### src/rtl/core/bprd_pkg.sv
// Types, codes and constants of the byte-plane RLE decoder
package bprd_pkg;

    typedef enum logic [5:0] {
        PH_HEADER  = 6'b000001,
        PH_CTRL_HI = 6'b000010,
        PH_CTRL_LO = 6'b000100,
        PH_RUN_VAL = 6'b001000,
        PH_LITERAL = 6'b010000,
        PH_DONE    = 6'b100000
    } phase_t;

    typedef enum logic [1:0] {
        OP_LIT   = 2'd0,
        OP_RUN   = 2'd1,
        OP_PLANE = 2'd2,
        OP_DONE  = 2'd3
    } op_t;

    localparam logic [1:0] KIND_LITERAL = 2'd0;
    localparam logic [1:0] KIND_FILL    = 2'd1;
    localparam logic [1:0] KIND_SKIP    = 2'd2;
    localparam logic [1:0] KIND_DONE    = 2'd3;

    localparam logic [7:0]  SHORT_HEADER = 8'd1;
    localparam logic [13:0] AREA_SMALL   = 14'h0800;
    localparam logic [13:0] AREA_MID     = 14'h1000;
    localparam logic [13:0] AREA_LARGE   = 14'h2000;
    localparam logic [1:0]  SEL_SMALL    = 2'd0;
    localparam logic [1:0]  SEL_LARGE    = 2'd3;

    localparam int QDEPTH = 4;
    localparam int QPTR_BITS = $clog2(QDEPTH);

    typedef struct packed {
        op_t         op;
        logic [7:0]  data;
        logic [14:0] len;
        logic [15:0] count;
    } entry_t;

    function automatic logic [13:0] area_from_select(input logic [1:0] sel);
        logic [13:0] a;
        case (sel)
            SEL_SMALL: a = AREA_SMALL;
            SEL_LARGE: a = AREA_LARGE;
            default:   a = AREA_MID;
        endcase
        return a;
    endfunction

endpackage

### src/rtl/core/bprd_if.sv
// Channel interfaces: compressed bytes, results and configuration writes
interface bprd_code_if;
    logic       valid;
    logic       ready;
    logic [7:0] code_byte;
    modport source (output valid, output code_byte, input ready);
    modport sink (input valid, input code_byte, output ready);
endinterface

interface bprd_result_if;
    logic        valid;
    logic        ready;
    logic [1:0]  kind;
    logic [15:0] dest_address;
    logic [7:0]  data_value;
    logic [14:0] run_length;
    logic [15:0] consumed_count;
    logic [13:0] area_size;
    modport source (output valid, output kind, output dest_address, output data_value,
                    output run_length, output consumed_count, output area_size,
                    input ready);
    modport sink (input valid, input kind, input dest_address, input data_value,
                  input run_length, input consumed_count, input area_size,
                  output ready);
endinterface

interface bprd_cfg_if;
    logic       valid;
    logic       ready;
    logic [1:0] size_select;
    modport source (output valid, output size_select, input ready);
    modport sink (input valid, input size_select, output ready);
endinterface

### src/rtl/core/bprd_front.sv
// Front end: parses headers and control words, queues decode operations
module bprd_front
    import bprd_pkg::*;
(
    input  logic         clk,
    input  logic         rst_n,
    bprd_code_if.sink    code,
    input  logic         q_full,
    output logic         q_push,
    output entry_t       q_entry
);

    phase_t      phase_reg, phase_next;
    logic        plane_reg, plane_next;
    logic        short_reg, short_next;
    logic [7:0]  ctrl_high_reg, ctrl_high_next;
    logic [14:0] pending_reg, pending_next;
    logic [15:0] count_reg, count_next;

    logic        done;
    logic        take;
    logic [15:0] ctrl;
    logic [14:0] pending_dec;
    logic [7:0]  b;

    assign done = (phase_reg == PH_DONE);
    assign code.ready = done || !q_full;
    assign b = code.code_byte;
    assign pending_dec = pending_reg - {14'd0, (pending_reg != 15'd0)};

    always_comb
    begin
        phase_next     = phase_reg;
        plane_next     = plane_reg;
        short_next     = short_reg;
        ctrl_high_next = ctrl_high_reg;
        pending_next   = pending_reg;
        count_next     = count_reg;
        take           = 1'b0;
        ctrl           = 16'd0;
        q_push         = 1'b0;
        q_entry.op     = OP_LIT;
        q_entry.data   = b;
        q_entry.len    = 15'd1;
        q_entry.count  = 16'd0;
        if (code.valid && code.ready && !done)
        begin
            count_next = count_reg + 16'd1;
            case (phase_reg)
                PH_HEADER:
                begin
                    short_next = (b == SHORT_HEADER);
                    phase_next = PH_CTRL_HI;
                end
                PH_CTRL_HI:
                begin
                    if (short_reg)
                    begin
                        ctrl = {8'd0, b};
                        take = 1'b1;
                    end
                    else
                    begin
                        ctrl_high_next = b;
                        phase_next = PH_CTRL_LO;
                    end
                end
                PH_CTRL_LO:
                begin
                    ctrl = {ctrl_high_reg, b};
                    take = 1'b1;
                end
                PH_RUN_VAL:
                begin
                    if (pending_reg != 15'd0)
                    begin
                        q_push = 1'b1;
                        q_entry.op = OP_RUN;
                        q_entry.len = pending_reg;
                    end
                    pending_next = 15'd0;
                    phase_next = PH_CTRL_HI;
                end
                PH_LITERAL:
                begin
                    q_push = 1'b1;
                    pending_next = pending_dec;
                    if (pending_dec == 15'd0)
                    begin
                        phase_next = PH_CTRL_HI;
                    end
                end
                default:
                begin
                    phase_next = phase_reg;
                end
            endcase
            if (take)
            begin
                if (ctrl == 16'd0)
                begin
                    q_push = 1'b1;
                    if (!plane_reg)
                    begin
                        plane_next = 1'b1;
                        q_entry.op = OP_PLANE;
                        phase_next = PH_HEADER;
                    end
                    else
                    begin
                        q_entry.op = OP_DONE;
                        q_entry.count = count_next;
                        phase_next = PH_DONE;
                    end
                end
                else if (short_reg)
                begin
                    if (ctrl[7])
                    begin
                        pending_next = {8'd0, ctrl[6:0]};
                        phase_next = PH_RUN_VAL;
                    end
                    else
                    begin
                        pending_next = ctrl[14:0];
                        phase_next = PH_LITERAL;
                    end
                end
                else
                begin
                    pending_next = ctrl[14:0];
                    phase_next = ctrl[15] ? PH_RUN_VAL : PH_LITERAL;
                end
            end
        end
    end

    always_ff @(posedge clk or negedge rst_n)
    begin
        if (!rst_n)
        begin
            phase_reg     <= PH_HEADER;
            plane_reg     <= 1'b0;
            short_reg     <= 1'b0;
            ctrl_high_reg <= 8'd0;
            pending_reg   <= 15'd0;
            count_reg     <= 16'd0;
        end
        else
        begin
            phase_reg     <= phase_next;
            plane_reg     <= plane_next;
            short_reg     <= short_next;
            ctrl_high_reg <= ctrl_high_next;
            pending_reg   <= pending_next;
            count_reg     <= count_next;
        end
    end

endmodule

### src/rtl/core/bprd_queue.sv
// Small operation queue between front end and back end
module bprd_queue
    import bprd_pkg::*;
(
    input  logic   clk,
    input  logic   rst_n,
    input  logic   push,
    input  entry_t push_entry,
    output logic   full,
    input  logic   pop,
    output entry_t pop_entry,
    output logic   empty
);

    entry_t               slot_reg [QDEPTH];
    logic [QPTR_BITS-1:0] wr_ptr_reg;
    logic [QPTR_BITS-1:0] rd_ptr_reg;
    logic [QPTR_BITS:0]   fill_reg, fill_next;

    assign full = (fill_reg == QDEPTH[QPTR_BITS:0]);
    assign empty = (fill_reg == '0);
    assign pop_entry = slot_reg[rd_ptr_reg];

    always_comb
    begin
        fill_next = fill_reg;
        case ({push, pop})
            2'b10:   fill_next = fill_reg + 1'b1;
            2'b01:   fill_next = fill_reg - 1'b1;
            default: fill_next = fill_reg;
        endcase
    end

    always_ff @(posedge clk)
    begin
        if (push)
        begin
            slot_reg[wr_ptr_reg] <= push_entry;
        end
    end

    always_ff @(posedge clk or negedge rst_n)
    begin
        if (!rst_n)
        begin
            wr_ptr_reg <= '0;
            rd_ptr_reg <= '0;
            fill_reg   <= '0;
        end
        else
        begin
            if (push)
            begin
                wr_ptr_reg <= wr_ptr_reg + 1'b1;
            end
            if (pop)
            begin
                rd_ptr_reg <= rd_ptr_reg + 1'b1;
            end
            fill_reg <= fill_next;
        end
    end

endmodule

### src/rtl/core/bprd_back.sv
// Back end: tracks the destination pointer and formats result items
module bprd_back
    import bprd_pkg::*;
#(
    parameter int ADDR_BITS = 16
)
(
    input  logic          clk,
    input  logic          rst_n,
    input  logic [1:0]    size_select,
    input  logic          q_empty,
    input  entry_t        q_entry,
    output logic          q_pop,
    bprd_result_if.source result
);

    logic [ADDR_BITS-1:0] ptr_reg, ptr_next;
    logic                 valid_reg, valid_next;
    logic [1:0]           kind_reg;
    logic [15:0]          dest_reg;
    logic [7:0]           data_reg;
    logic [14:0]          len_reg;
    logic [15:0]          consumed_reg;
    logic [13:0]          area_reg;

    logic [ADDR_BITS+15:0] ptr_ext;
    logic [ADDR_BITS+16:0] ptr_sum;
    logic                  emit;

    assign ptr_ext = {16'd0, ptr_reg};
    assign ptr_sum = {17'd0, ptr_reg} + {{(ADDR_BITS+1){1'b0}}, q_entry.len, 1'b0};
    assign q_pop = !q_empty && (q_entry.op == OP_PLANE || !valid_reg || result.ready);
    assign emit = q_pop && (q_entry.op != OP_PLANE);

    always_comb
    begin
        ptr_next = ptr_reg;
        valid_next = valid_reg && !result.ready;
        if (emit)
        begin
            valid_next = 1'b1;
        end
        if (q_pop)
        begin
            case (q_entry.op)
                OP_PLANE: ptr_next = {{(ADDR_BITS-1){1'b0}}, 1'b1};
                OP_LIT:   ptr_next = ptr_sum[ADDR_BITS-1:0];
                OP_RUN:   ptr_next = ptr_sum[ADDR_BITS-1:0];
                default:  ptr_next = ptr_reg;
            endcase
        end
    end

    always_ff @(posedge clk or negedge rst_n)
    begin
        if (!rst_n)
        begin
            ptr_reg   <= '0;
            valid_reg <= 1'b0;
        end
        else
        begin
            ptr_reg   <= ptr_next;
            valid_reg <= valid_next;
        end
    end

    always_ff @(posedge clk)
    begin
        if (emit)
        begin
            kind_reg     <= KIND_LITERAL;
            dest_reg     <= ptr_ext[15:0];
            data_reg     <= q_entry.data;
            len_reg      <= q_entry.len;
            consumed_reg <= 16'd0;
            area_reg     <= 14'd0;
            case (q_entry.op)
                OP_RUN:
                begin
                    kind_reg <= (q_entry.data != 8'd0) ? KIND_FILL : KIND_SKIP;
                end
                OP_DONE:
                begin
                    kind_reg     <= KIND_DONE;
                    dest_reg     <= 16'd0;
                    data_reg     <= 8'd0;
                    len_reg      <= 15'd0;
                    consumed_reg <= q_entry.count;
                    area_reg     <= area_from_select(size_select);
                end
                default:
                begin
                    kind_reg <= KIND_LITERAL;
                end
            endcase
        end
    end

    assign result.valid          = valid_reg;
    assign result.kind           = kind_reg;
    assign result.dest_address   = dest_reg;
    assign result.data_value     = data_reg;
    assign result.run_length     = len_reg;
    assign result.consumed_count = consumed_reg;
    assign result.area_size      = area_reg;

endmodule

### src/rtl/core/byte_plane_rle_decoder_top.sv
// Top level of the byte-plane RLE decoder
// Takes one compressed byte per cycle while the queue is not full: the front end
// parses each byte in the cycle it is transferred and posts at most one operation
// into a four-entry queue; the back end drains one operation per cycle into the
// result register while the result channel is not stalled; an operation passes
// from the queue into the result register, and results leave at one per cycle
// while the result channel accepts them. Runs leave as a single descriptor. The
// plane switch is popped by the back end without a result, absorbed by the queue.
// Sustained rate is set by the result channel: code bytes stall only while the
// queue is full. After the done item further bytes are taken and dropped.
// size_select is read when the done item is formed.
module byte_plane_rle_decoder_top
    import bprd_pkg::*;
#(
    parameter int ADDR_BITS = 16
)
(
    input  logic          clk,
    input  logic          rst_n,
    bprd_code_if.sink     code,
    bprd_result_if.source result,
    bprd_cfg_if.sink      cfg
);

    logic [1:0] size_select_reg;
    logic       q_push;
    logic       q_pop;
    logic       q_full;
    logic       q_empty;
    entry_t     q_in;
    entry_t     q_out;

    assign cfg.ready = 1'b1;

    always_ff @(posedge clk or negedge rst_n)
    begin
        if (!rst_n)
        begin
            size_select_reg <= 2'd1;
        end
        else if (cfg.valid)
        begin
            size_select_reg <= cfg.size_select;
        end
    end

    bprd_front u_front (
        .clk     (clk),
        .rst_n   (rst_n),
        .code    (code),
        .q_full  (q_full),
        .q_push  (q_push),
        .q_entry (q_in)
    );

    bprd_queue u_queue (
        .clk        (clk),
        .rst_n      (rst_n),
        .push       (q_push),
        .push_entry (q_in),
        .full       (q_full),
        .pop        (q_pop),
        .pop_entry  (q_out),
        .empty      (q_empty)
    );

    bprd_back #(
        .ADDR_BITS (ADDR_BITS)
    ) u_back (
        .clk         (clk),
        .rst_n       (rst_n),
        .size_select (size_select_reg),
        .q_empty     (q_empty),
        .q_entry     (q_out),
        .q_pop       (q_pop),
        .result      (result)
    );

endmodule

### src/flat_wrapper.sv
// flat-port wrapper written by rule: the top's interface ports become plain ports
module byte_plane_rle_decoder_top_flat import bprd_pkg::*;
#(
    parameter int ADDR_BITS = 16
)
  (clk, rst_n, code_valid, code_code_byte, code_ready, result_valid, result_kind, result_dest_address, result_data_value, result_run_length, result_consumed_count, result_area_size, result_ready, cfg_valid, cfg_size_select, cfg_ready);
  bprd_code_if code_i ();
  bprd_result_if result_i ();
  bprd_cfg_if cfg_i ();
  input  logic clk;
  input  logic rst_n;
  input wire logic [$bits(code_i.valid)-1:0] code_valid;
  input wire logic [$bits(code_i.code_byte)-1:0] code_code_byte;
  output wire logic [$bits(code_i.ready)-1:0] code_ready;
  output wire logic [$bits(result_i.valid)-1:0] result_valid;
  output wire logic [$bits(result_i.kind)-1:0] result_kind;
  output wire logic [$bits(result_i.dest_address)-1:0] result_dest_address;
  output wire logic [$bits(result_i.data_value)-1:0] result_data_value;
  output wire logic [$bits(result_i.run_length)-1:0] result_run_length;
  output wire logic [$bits(result_i.consumed_count)-1:0] result_consumed_count;
  output wire logic [$bits(result_i.area_size)-1:0] result_area_size;
  input wire logic [$bits(result_i.ready)-1:0] result_ready;
  input wire logic [$bits(cfg_i.valid)-1:0] cfg_valid;
  input wire logic [$bits(cfg_i.size_select)-1:0] cfg_size_select;
  output wire logic [$bits(cfg_i.ready)-1:0] cfg_ready;
  assign code_i.valid = code_valid;
  assign code_i.code_byte = code_code_byte;
  assign code_ready = code_i.ready;
  assign result_valid = result_i.valid;
  assign result_kind = result_i.kind;
  assign result_dest_address = result_i.dest_address;
  assign result_data_value = result_i.data_value;
  assign result_run_length = result_i.run_length;
  assign result_consumed_count = result_i.consumed_count;
  assign result_area_size = result_i.area_size;
  assign result_i.ready = result_ready;
  assign cfg_i.valid = cfg_valid;
  assign cfg_i.size_select = cfg_size_select;
  assign cfg_ready = cfg_i.ready;
  byte_plane_rle_decoder_top #(.ADDR_BITS(ADDR_BITS)) u_core (.clk(clk), .rst_n(rst_n), .code(code_i), .result(result_i), .cfg(cfg_i));
endmodule
### config.mk
export PLATFORM = sky130hd
export DESIGN_NAME = byte_plane_rle_decoder_top_flat
export DESIGN_NICKNAME = d
export VERILOG_FILES = /design/src/rtl/core/bprd_pkg.sv /design/src/rtl/core/bprd_if.sv /design/src/rtl/core/bprd_front.sv /design/src/rtl/core/bprd_queue.sv /design/src/rtl/core/bprd_back.sv /design/src/rtl/core/byte_plane_rle_decoder_top.sv /design/src/flat_wrapper.sv
export SDC_FILE = /design/constraint.sdc
export NUM_CORES = 1
export LEC_CHECK = 0
export BUFFER_PORTS_ARGS = -buffer_cell sky130_fd_sc_hd__buf_4
export CORE_MARGIN = 2
export CORE_UTILIZATION = 45
export DETAILED_ROUTE_END_ITERATION = 7
export SLEW_MARGIN = 40
export SYNTH_ARGS = -nofsm -noshare
export SYNTH_HDL_FRONTEND = slang
export SYNTH_HIERARCHICAL = 1
export SYNTH_SLANG_ARGS = --single-unit
### constraint.sdc
create_clock -name clk -period 19.2 [get_ports clk]
set_input_delay 0.96 -clock clk [delete_from_list [all_inputs] [get_ports clk]]
set_output_delay 0.96 -clock clk [all_outputs]
set_load 0.1 [all_outputs]
==> flow_metrics.env <==
export IMPL_min_path_type="input port to asynchronous set/reset pin"
export IMPL_grt_pass1_wl_um=43750
export IMPL_die_w_um=177.2
export IMPL_drcViolationCount=0
export IMPL_grt_max_degree=61
export IMPL_maxSlewViolCount=0
export IMPL_cp_cell_sequence="or4_1 > nor4_1 > o41a_1 > o21bai_1 > and2_2 > buf_4"
export IMPL_die_area_um2=31410
export IMPL_cpPeakStageDelay_ps=580
export IMPL_status="complete, no violations"
export IMPL_routabilityCongestion=0.8838
export IMPL_synth_mux_area_share_pct=7.746
export IMPL_cp_depth=6
export IMPL_dieHeight_um=177.2
export IMPL_h_tree_depth=1
export IMPL_synth_top_family_by_area="simple AND/OR/NAND/NOR gates"
export IMPL_cp_slowest_cell="or4_1"
export IMPL_register_area_um2=8557
export IMPL_cts_sinks=297
export IMPL_root_buffer="clkbuf_16"
export IMPL_wl_met1_um=12820
export IMPL_cts_setup_buffers=0
export IMPL_post_drt_via_cell_ratio=5.469
export IMPL_overflow=0
export IMPL_synth_warnings=6
export IMPL_crit_fanout=25
export IMPL_path_clk_slew_ps=60
export IMPL_drt_iter0_drc=484
export IMPL_routed_wl_met3_um=1366
export IMPL_cts_hold_buffers_added=0
export IMPL_num_rows=63
export IMPL_worst_skew_pair_late_latency_ps=550
export IMPL_fin_crit_sh_pct=20.26
export IMPL_r2r_slack_ps=15310
export IMPL_holdWs_ps=338.3
export IMPL_finalCriticalPeriod_ps=3891
export IMPL_clock_fmax_mhz=257.0
export IMPL_multi_input_area_um2=4453
export IMPL_placeableCoreArea_um2=29560
export IMPL_antenna_found_initial=0
export IMPL_r2r_start="u_core/u_front/phase_reg[5]"
export IMPL_nets=1042
export IMPL_final_util_pct=51.41
export IMPL_routed_wl_um=27760
export IMPL_synth_compound_area_share_pct=7.245
export IMPL_drive_above_1_share_pct=20.29
export IMPL_cts_made_buffers=31
export IMPL_worst_ep_required_time_ps=19400
export IMPL_ant_nets=0
export IMPL_rsz0062_at_grt="false"
export IMPL_synth_area_um2=13500
export IMPL_timing_hold_violations_final=0
export IMPL_vias=7739
export IMPL_synthFlopType="edfxtp_1"
export IMPL_syn_inst=939
export IMPL_first_global_vias=7711
export IMPL_tightest_slew_ps=769.7
export IMPL_synthSimpleGateAreaFrac_pct=11.93
export IMPL_end_kind="register"
export IMPL_yosysUniqueCellTypes=86
export IMPL_synthAdderAreaFrac_pct=2.520
export IMPL_cts_resized=0
export IMPL_drv_cap=0
export IMPL_synth_edf_count=224
export IMPL_antenna_cells=0
export IMPL_fillers=2499
export IMPL_initial_core_util_pct=45.68
export IMPL_clock_skew_ps=11.67
export IMPL_wl_met2_um=12960
export IMPL_io_pins=89
export IMPL_place_hpwl_um=18580
export IMPL_port_buffers=76
export IMPL_seq_area_frac_synth_pct=63.36
export IMPL_clk_path_buf_depth=3
export IMPL_grt_usage_pct=17.91
export IMPL_routed_top_layer="met4"
export IMPL_reg2reg_to="u_core/u_queue/slot_reg[0][26]"
export IMPL_largest_reg_flops=164
export IMPL_place_inst=1358
export IMPL_synth_async_reset_ratio_pct=24.58
export IMPL_first_pass_iters=4
export IMPL_cts_tree="done"
export IMPL_finalSetupViolCount=0
export IMPL_synthXorXnorAreaFrac_pct=3.048
export IMPL_fin_cells=1415
export IMPL_ys_ff_latch=297
export IMPL_area_growth_synth_to_final_pct=12.54
export IMPL_avgSynthCellArea_um2=14.38
export IMPL_r2r_cells=6
export IMPL_routedWlPerCell_um=19.62
export IMPL_cp_start_kind="register"
export IMPL_slew_headroom_pct=48.21
export IMPL_arrival_ps=4090
export IMPL_cp_num_buf_inv=1
export IMPL_critPathTopFamily="simple AND/OR/NAND/NOR gates"
export IMPL_critPathKind="register to register"
export IMPL_final_setup_tns_ps=0
[worst max path at each step]
stage	from	to	slack, ps
floorplan	u_core/u_queue/rd_ptr_reg[0]	u_core/u_back/result.area_size[11]	13100
global placement	code_code_byte[3]	u_core/u_queue/slot_reg[2][34]	14840
detailed placement	code_code_byte[3]	u_core/u_queue/slot_reg[0][11]	14790
CTS	u_core/u_front/phase_reg[5]	u_core/u_queue/slot_reg[0][12]	15300
global route	u_core/u_front/phase_reg[5]	u_core/u_queue/slot_reg[0][26]	15080
finish	u_core/u_front/phase_reg[5]	u_core/u_queue/slot_reg[0][26]	15310
[layout make-up]
cell class | instances | area share, %
flip-flops and latches | 297 | 56.31
well taps | 390 | 3.211
clock buffers | 40 | 5.459
clock inverters | 17 | 0.7821
multi-input cells | 559 | 29.30
inverters | 25 | 0.6175
repair buffers | 87 | 4.322
[worst register-to-register path: cells and delay by family, from the launching register on]
family / cells / cell delay (ps)
AO/OA/AOI/OAI: 2 / 920
AND/OR/NAND/NOR: 3 / 1660
buffers and inverters: 1 / 460
flip-flops: 1 / 510
[cells in the mapped netlist, drive strengths merged, types with 10 or more instances]
library cell	n	share of area, %
edfxtp	224	50
dfrtp	71	13
and2	56	2.6
nand2	53	1.5
buf	44	2.7
nor2	43	1.2
mux4	41	6.9
o21ai	31	1.3
and3	27	1.3
xnor2	27	1.8
inv	25	0.69
a21oi	24	0.92
clkbuf	24	0.67
ha	24	2.2
xor2	20	1.3
nand3	17	0.63
nor4	13	0.69
a21o	11	0.62
nand4	11	0.51
nand2b	10	0.46
or4	10	0.61
[placed cells by master, fill, tap and decap left out, types with 5 or more instances in the layout]
cell         n
a21oi_1     23
xor2_1      20
clkinv_2    10
dfrtp_1     70
o2bb2ai_1    6
nand3_1     17
conb_1      12
and3_1      26
buf_4       86
a21o_1      10
or4_1        8
inv_1       25
nand2_1     52
o211ai_1     5
and2_1      52
nor3b_1      6
nand2b_1    10
nor2_1      42
nor2b_1      8
mux2_2       9
nor4_1      11
nand4_1     11
mux4_2      39
ha_1        24
or3_1        5
a31oi_1      6
xnor2_1     27
o21ai_0     27
clkbuf_16   31
clkbuf_1     7
edfxtp_1   224
a22o_1       8
nor3_1       6
[metal layers]
layer | global-route usage [%] | up-vias
li1 | - | 3648
met1 | 25.79 | 3871
met2 | 28.42 | 178
met3 | 3.071 | 42
met4 | 4.408 | 0
met5 | 0 | -
[metrics by stage]
step           area, um^2  worst slack [ps]
3_5_place_dp        14240             14790
5_1_grt             15200             15080
6_report            15200             15310
3_3_place_gp        14230             14840
4_1_cts             15190             15300
2_1_floorplan       13540             13100
[cells by family (layout without fill, tap and decap cells)]
logic type | Yosys count | after routing
buf+inv | 93 | 169
xor+xnor | 47 | 47
flops | 297 | 297
compound gates | 137 | 137
fa+ha+maj | 26 | 26
other cells | 2 | 12
simple gates | 286 | 286
mux | 51 | 51
Power is not shown: default switching activity piles up to over one toggle a cycle in this logic, so the estimate is an artifact.
